$ cat src/rtl/core/ianc_pkg.sv
`default_nettype none
package ianc_pkg;

   localparam int DIGIT_COUNT = 10;
   localparam int NUM_W       = 34;
   localparam int WT_W        = 4 * DIGIT_COUNT;

   // Largest valid ten-digit number plus one
   localparam logic [NUM_W-1:0] TEN_POW_TEN = 34'd10000000000;
   localparam logic [WT_W-1:0]  WT_RESET    = 40'h6379A58421;

   // One item moving down the digit chain
   typedef struct packed {
      logic                  vld;
      logic                  over;   // number above the ten-digit range
      logic [NUM_W-1:0]      rem;    // part of the number not yet split off
      logic [WT_W-1:0]       bcd;    // decimal digits, least significant in low nibble
      logic [3:0]            dmod;   // digit sum mod 11
      logic [3:0]            wmod;   // weighted digit sum mod 11
   } ianc_lane_type;

   // Power of ten for a digit position
   function automatic logic [NUM_W-1:0] pow10(input logic [3:0] pos);
      logic [NUM_W-1:0] p;
      case (pos)
         4'd0:    p = 34'd1;
         4'd1:    p = 34'd10;
         4'd2:    p = 34'd100;
         4'd3:    p = 34'd1000;
         4'd4:    p = 34'd10000;
         4'd5:    p = 34'd100000;
         4'd6:    p = 34'd1000000;
         4'd7:    p = 34'd10000000;
         4'd8:    p = 34'd100000000;
         4'd9:    p = 34'd1000000000;
         default: p = 34'd0;
      endcase
      return p;
   endfunction

   // Remainder mod 11 for values below 176, by restoring subtraction
   function automatic logic [3:0] mod11(input logic [7:0] v);
      logic [7:0] r;
      r = v;
      if (r >= 8'd88) r = r - 8'd88;
      if (r >= 8'd44) r = r - 8'd44;
      if (r >= 8'd22) r = r - 8'd22;
      if (r >= 8'd11) r = r - 8'd11;
      return r[3:0];
   endfunction

endpackage
`default_nettype wire

$ cat src/rtl/core/ianc_verdict.sv
`default_nettype none
module ianc_verdict (
   input  wire                     clock,
   input  wire                     reset,
   input  ianc_pkg::ianc_lane_type lane_in,
   output logic                    rsp_valid,
   output logic                    rsp_identity_ok,
   output logic                    rsp_account_ok,
   output logic                    rsp_both_ok
);
   import ianc_pkg::*;

   localparam logic [3:0] MON_FEB = 4'd2;
   localparam logic [3:0] MON_APR = 4'd4;
   localparam logic [3:0] MON_JUN = 4'd6;
   localparam logic [3:0] MON_SEP = 4'd9;
   localparam logic [3:0] MON_NOV = 4'd11;

   logic [6:0] yy;
   logic [6:0] mraw;
   logic [6:0] dd;
   logic [3:0] mm;
   logic [4:0] mlen;
   logic       leap;
   logic       id_ok;
   logic       acc_ok;
   logic       valid_ff;
   logic       id_ff;
   logic       acc_ff;

   always_comb begin
      yy   = 7'({lane_in.bcd[39:36], 3'b0}) + 7'({lane_in.bcd[39:36], 1'b0})
             + 7'(lane_in.bcd[35:32]);
      mraw = 7'({lane_in.bcd[31:28], 3'b0}) + 7'({lane_in.bcd[31:28], 1'b0})
             + 7'(lane_in.bcd[27:24]);
      dd   = 7'({lane_in.bcd[23:20], 3'b0}) + 7'({lane_in.bcd[23:20], 1'b0})
             + 7'(lane_in.bcd[19:16]);

      // Month: plain or offset by 50
      mm = '0;
      if (mraw inside {[7'd1:7'd12]}) begin
         mm = mraw[3:0];
      end else if (mraw inside {[7'd51:7'd62]}) begin
         mm = 4'(mraw - 7'd50);
      end

      // 1900 and 2000 are both multiples of 4; the only century year reachable
      // is 2000 (yy of 0), a leap year, so the two-digit year decides alone
      leap = (yy[1:0] == 2'b00);

      case (mm)
         MON_APR, MON_JUN, MON_SEP, MON_NOV: mlen = 5'd30;
         MON_FEB:                            mlen = leap ? 5'd29 : 5'd28;
         default:                            mlen = 5'd31;
      endcase

      id_ok  = !lane_in.over && (mm != 4'd0) && (dd != 7'd0) && (dd <= 7'(mlen))
               && (lane_in.dmod == 4'd0);
      acc_ok = (lane_in.wmod == 4'd0);
   end

   // Output register, one strobe per item
   always_ff @(posedge clock) begin
      if (reset) begin
         valid_ff <= 1'b0;
      end else begin
         valid_ff <= lane_in.vld;
      end
      id_ff  <= id_ok;
      acc_ff <= acc_ok;
   end

   assign rsp_valid       = valid_ff;
   assign rsp_identity_ok = id_ff;
   assign rsp_account_ok  = acc_ff;
   assign rsp_both_ok     = id_ff & acc_ff;

endmodule
`default_nettype wire

$ cat config.mk
export PLATFORM = sky130hd
export DESIGN_NAME = ianc_verdict
export DESIGN_NICKNAME = d
export VERILOG_FILES = /design/src/rtl/core/ianc_pkg.sv /design/src/rtl/core/ianc_verdict.sv
export SDC_FILE = /design/constraint.sdc
export NUM_CORES = 1
export LEC_CHECK = 0
export ABC_AREA = 1
export BUFFER_PORTS_ARGS = -buffer_cell sky130_fd_sc_hd__buf_4
export CAP_MARGIN = 25
export CELL_PAD_IN_SITES_DETAIL_PLACEMENT = 1
export CELL_PAD_IN_SITES_GLOBAL_PLACEMENT = 1
export CORE_ASPECT_RATIO = 1.25
export CORE_MARGIN = 2
export CORE_UTILIZATION = 25
export DETAILED_ROUTE_END_ITERATION = 16
export GPL_TIMING_DRIVEN = 1
export HOLD_SLACK_MARGIN = 0.1
export PLACE_DENSITY_LB_ADDON = 0.1
export SYNTH_ARGS = -nofsm -noshare
export SYNTH_HDL_FRONTEND = slang
export SYNTH_SLANG_ARGS = --single-unit
$ cat constraint.sdc
create_clock -name clock -period 10.47 [get_ports clock]
set_input_delay 2.094 -clock clock [delete_from_list [all_inputs] [get_ports clock]]
set_output_delay 2.094 -clock clock [all_outputs]
set_load 0.005 [all_outputs]
==> reports/metrics.csv <==
metric,value,unit
asr flop ratio synth,0,%
Die H,72.82,um
die area,4300,sq um
diode count,0,
ANT nets after route,0,
setup ws final,5.412,ns
cts hold-fix bufs,0,
Core ar.,3722,sq um
status,"complete, no violations",
Syn Nets,250,
post-synth top area share,26.42,%
wire per inst,10.78,um
area grow syn2layout,36.99,%
final core occ,34.86,%
hold path startpoint,reset,
Crit Path Max Fanout,6,
die width,59.06,um
Synth top cells by count,"28 x nand2_1, 26 x inv_1, 20 x ha_1",
Leak,0.7138,nW
H-tree levels,1,
CP Capture Type,flip-flop,
"Clk pin slew, worst setup/hold paths",0.03,ns
Synth warnings,0,
number of nets in the final layout,289,
hold endpoint,rsp_valid,
DR vias/cell,4.706,
Post-Syn Area,947.2,sq um
top-count cell post-synth,nand2_1,
Slew Limit Fails,0,
DRT Pass-1 Iters,4,
Hold WS,2.033,ns
top post-synthesis cells by area,"ha_1 26%, nand2_1 11%, inv_1 10%",
ys flop type,dfxtp_1,
layout filler cell count,494,
share of layout cells above drive strength 1,27.53,%
max_cap viols,0,
fmax,0.1977,GHz
Num CTS Buffers,3,
clock buffer depth,2,
"area leader, netlist",ha_1,
critical path class,in2reg,
CTS tree,yes,
"FF+latch count, synth",3,
Post-synth EDFFs,0,
final setup fails,0,
root buffer cell,clkbuf_8,
RSZ-0062 raised after global routing,no,
first-pass GRT wire length,4.119,mm
Final Hold Violating Endpoints,0,
crit share post-route,48.31,%
Post-CTS Setup Inserts,0,
DRT Wirelength,2.350,mm
Detail Placement HPWL,2.166,mm
clock sink total,3,
Mean Syn Cell Area,6.765,sq um
total track usage,12.12,%
routed vias,1026,
Cell Rows,25,
vias in the first global route,1022,
count of cell types in the netlist,25,
drc violations,0,
GRT overflow,0,
setup TNS,0,ns
post-CTS sizing,0,
initial core utilization,25.45,%
Slew Limit Headroom,82.35,%
min Tclk post-route,5.058,ns
worst vdd ir,0.02483,mV
Slew @ Worst Pin,0.2620,ns
Critical Path RT,10.57,ns
HP Class,in2reg,
Setup WS pre-CTS,5.142,ns
gp weighted congestion,0.7624,
Initial DRC Count,17,
WP data arrival,5.16,ns
IO buf count,34,
# IOs,90,
cell count after placement,214,
cell area power density,98.63,nW/um^2
Post-Layout Cell Count,218,
antenna violations before repair,0,
Hold Path Depth,2,
largest net degree at the start of global routing,7,
Post-Syn Instances,140,
sequential area share after synthesis,6.341,%
Worst setup SP type,input pin,
-- cell type report --
type                            count  area, sq um  area share [%]
Timing Repair Buffer               34        255.2           19.67
Clock buffer                        4        45.04           3.472
Tap cell                           40        50.05           3.857
Sequential cell                     3        60.06           4.629
Inverter                           26        97.59           7.522
Multi-Input combinational cell    111        789.5           60.85
-- critical path: stages --
cell,delay [ns]
buf_4,0.11
fa_1,0.53
fa_1,0.63
nor2_2,0.18
nand2_1,0.07
nand2_1,0.06
nand2_1,0.07
a21oi_4,0.19
nand2_2,0.10
nand2_1,0.07
nand2_1,0.07
nor2_2,0.10
nand2_1,0.08
nand2_1,0.07
nand2_1,0.05
ha_1,0.26
nand2_1,0.07
nand4_1,0.09
o211ai_1,0.21
nor2_1,0.06
-- how the worst max path moves through the flow --
stage | startpoint | endpoint | cells past startpoint
3_3_place_gp | lane_in[35] | rsp_identity_ok | 18
2_1_floorplan | lane_in[35] | rsp_identity_ok | 19
3_5_place_dp | lane_in[35] | rsp_identity_ok | 20
6_report | lane_in[35] | rsp_identity_ok | 20
5_1_grt | lane_in[35] | rsp_identity_ok | 18
4_1_cts | lane_in[35] | rsp_identity_ok | 18
-- power by group --
| group | switching [mW] | internal, mW | total (mW) |
|---|---|---|---|
| clock | 0.00751 | 0.0260 | 0.0335 |
| combinational | 0.0471 | 0.0354 | 0.0825 |
| sequential | 0.000128 | 0.0119 | 0.0120 |
| total | 0.0548 | 0.0732 | 0.128 |
-- metal layers --
layer	global-route usage [%]	vias to the layer above	wire length (um)
li1	-	537	-
met1	13.28	463	914
met3	1.950	2	94
met4	4.545	0	3
met2	22.72	24	1338
met5	0	-	0
-- kinds of logic after synthesis --
family | Yosys count | share of synthesized area (%)
and+or+nand+nor | 70 | 35.27
buffers and inverters | 26 | 10.30
adders and majority gates | 24 | 34.87
AOI/OAI and AO/OA | 13 | 9.512
xor gates and xnor gates | 4 | 3.699
DFF | 3 | 6.341
-- layout by cell type (no fill, tap or decap), types with 3 or more instances in the layout --
master    count
a21oi_1       5
nand2_2       3
fa_1          4
dfxtp_1       3
nand2_1      28
inv_1        26
ha_1         20
buf_4        34
clkbuf_8      3
nand4_1       5
nand3_1      16
nor2_1        9
-- through the flow --
step / cell area, sq um / total power, mW
2_1_floorplan: 947.2 / 0.07167
4_1_cts: 1297 / 0.1312
5_1_grt: 1297 / 0.1435
6_report: 1297 / 0.1280
3_3_place_gp: 1252 / 0.09392
3_5_place_dp: 1252 / 0.09630
-- state kept, by name, summed over array words and instances (netlist names) --
signal and flops:
rsp_account_ok 1, rsp_identity_ok 1, rsp_valid 1
Note: power is estimated with default switching activity, not from simulation.
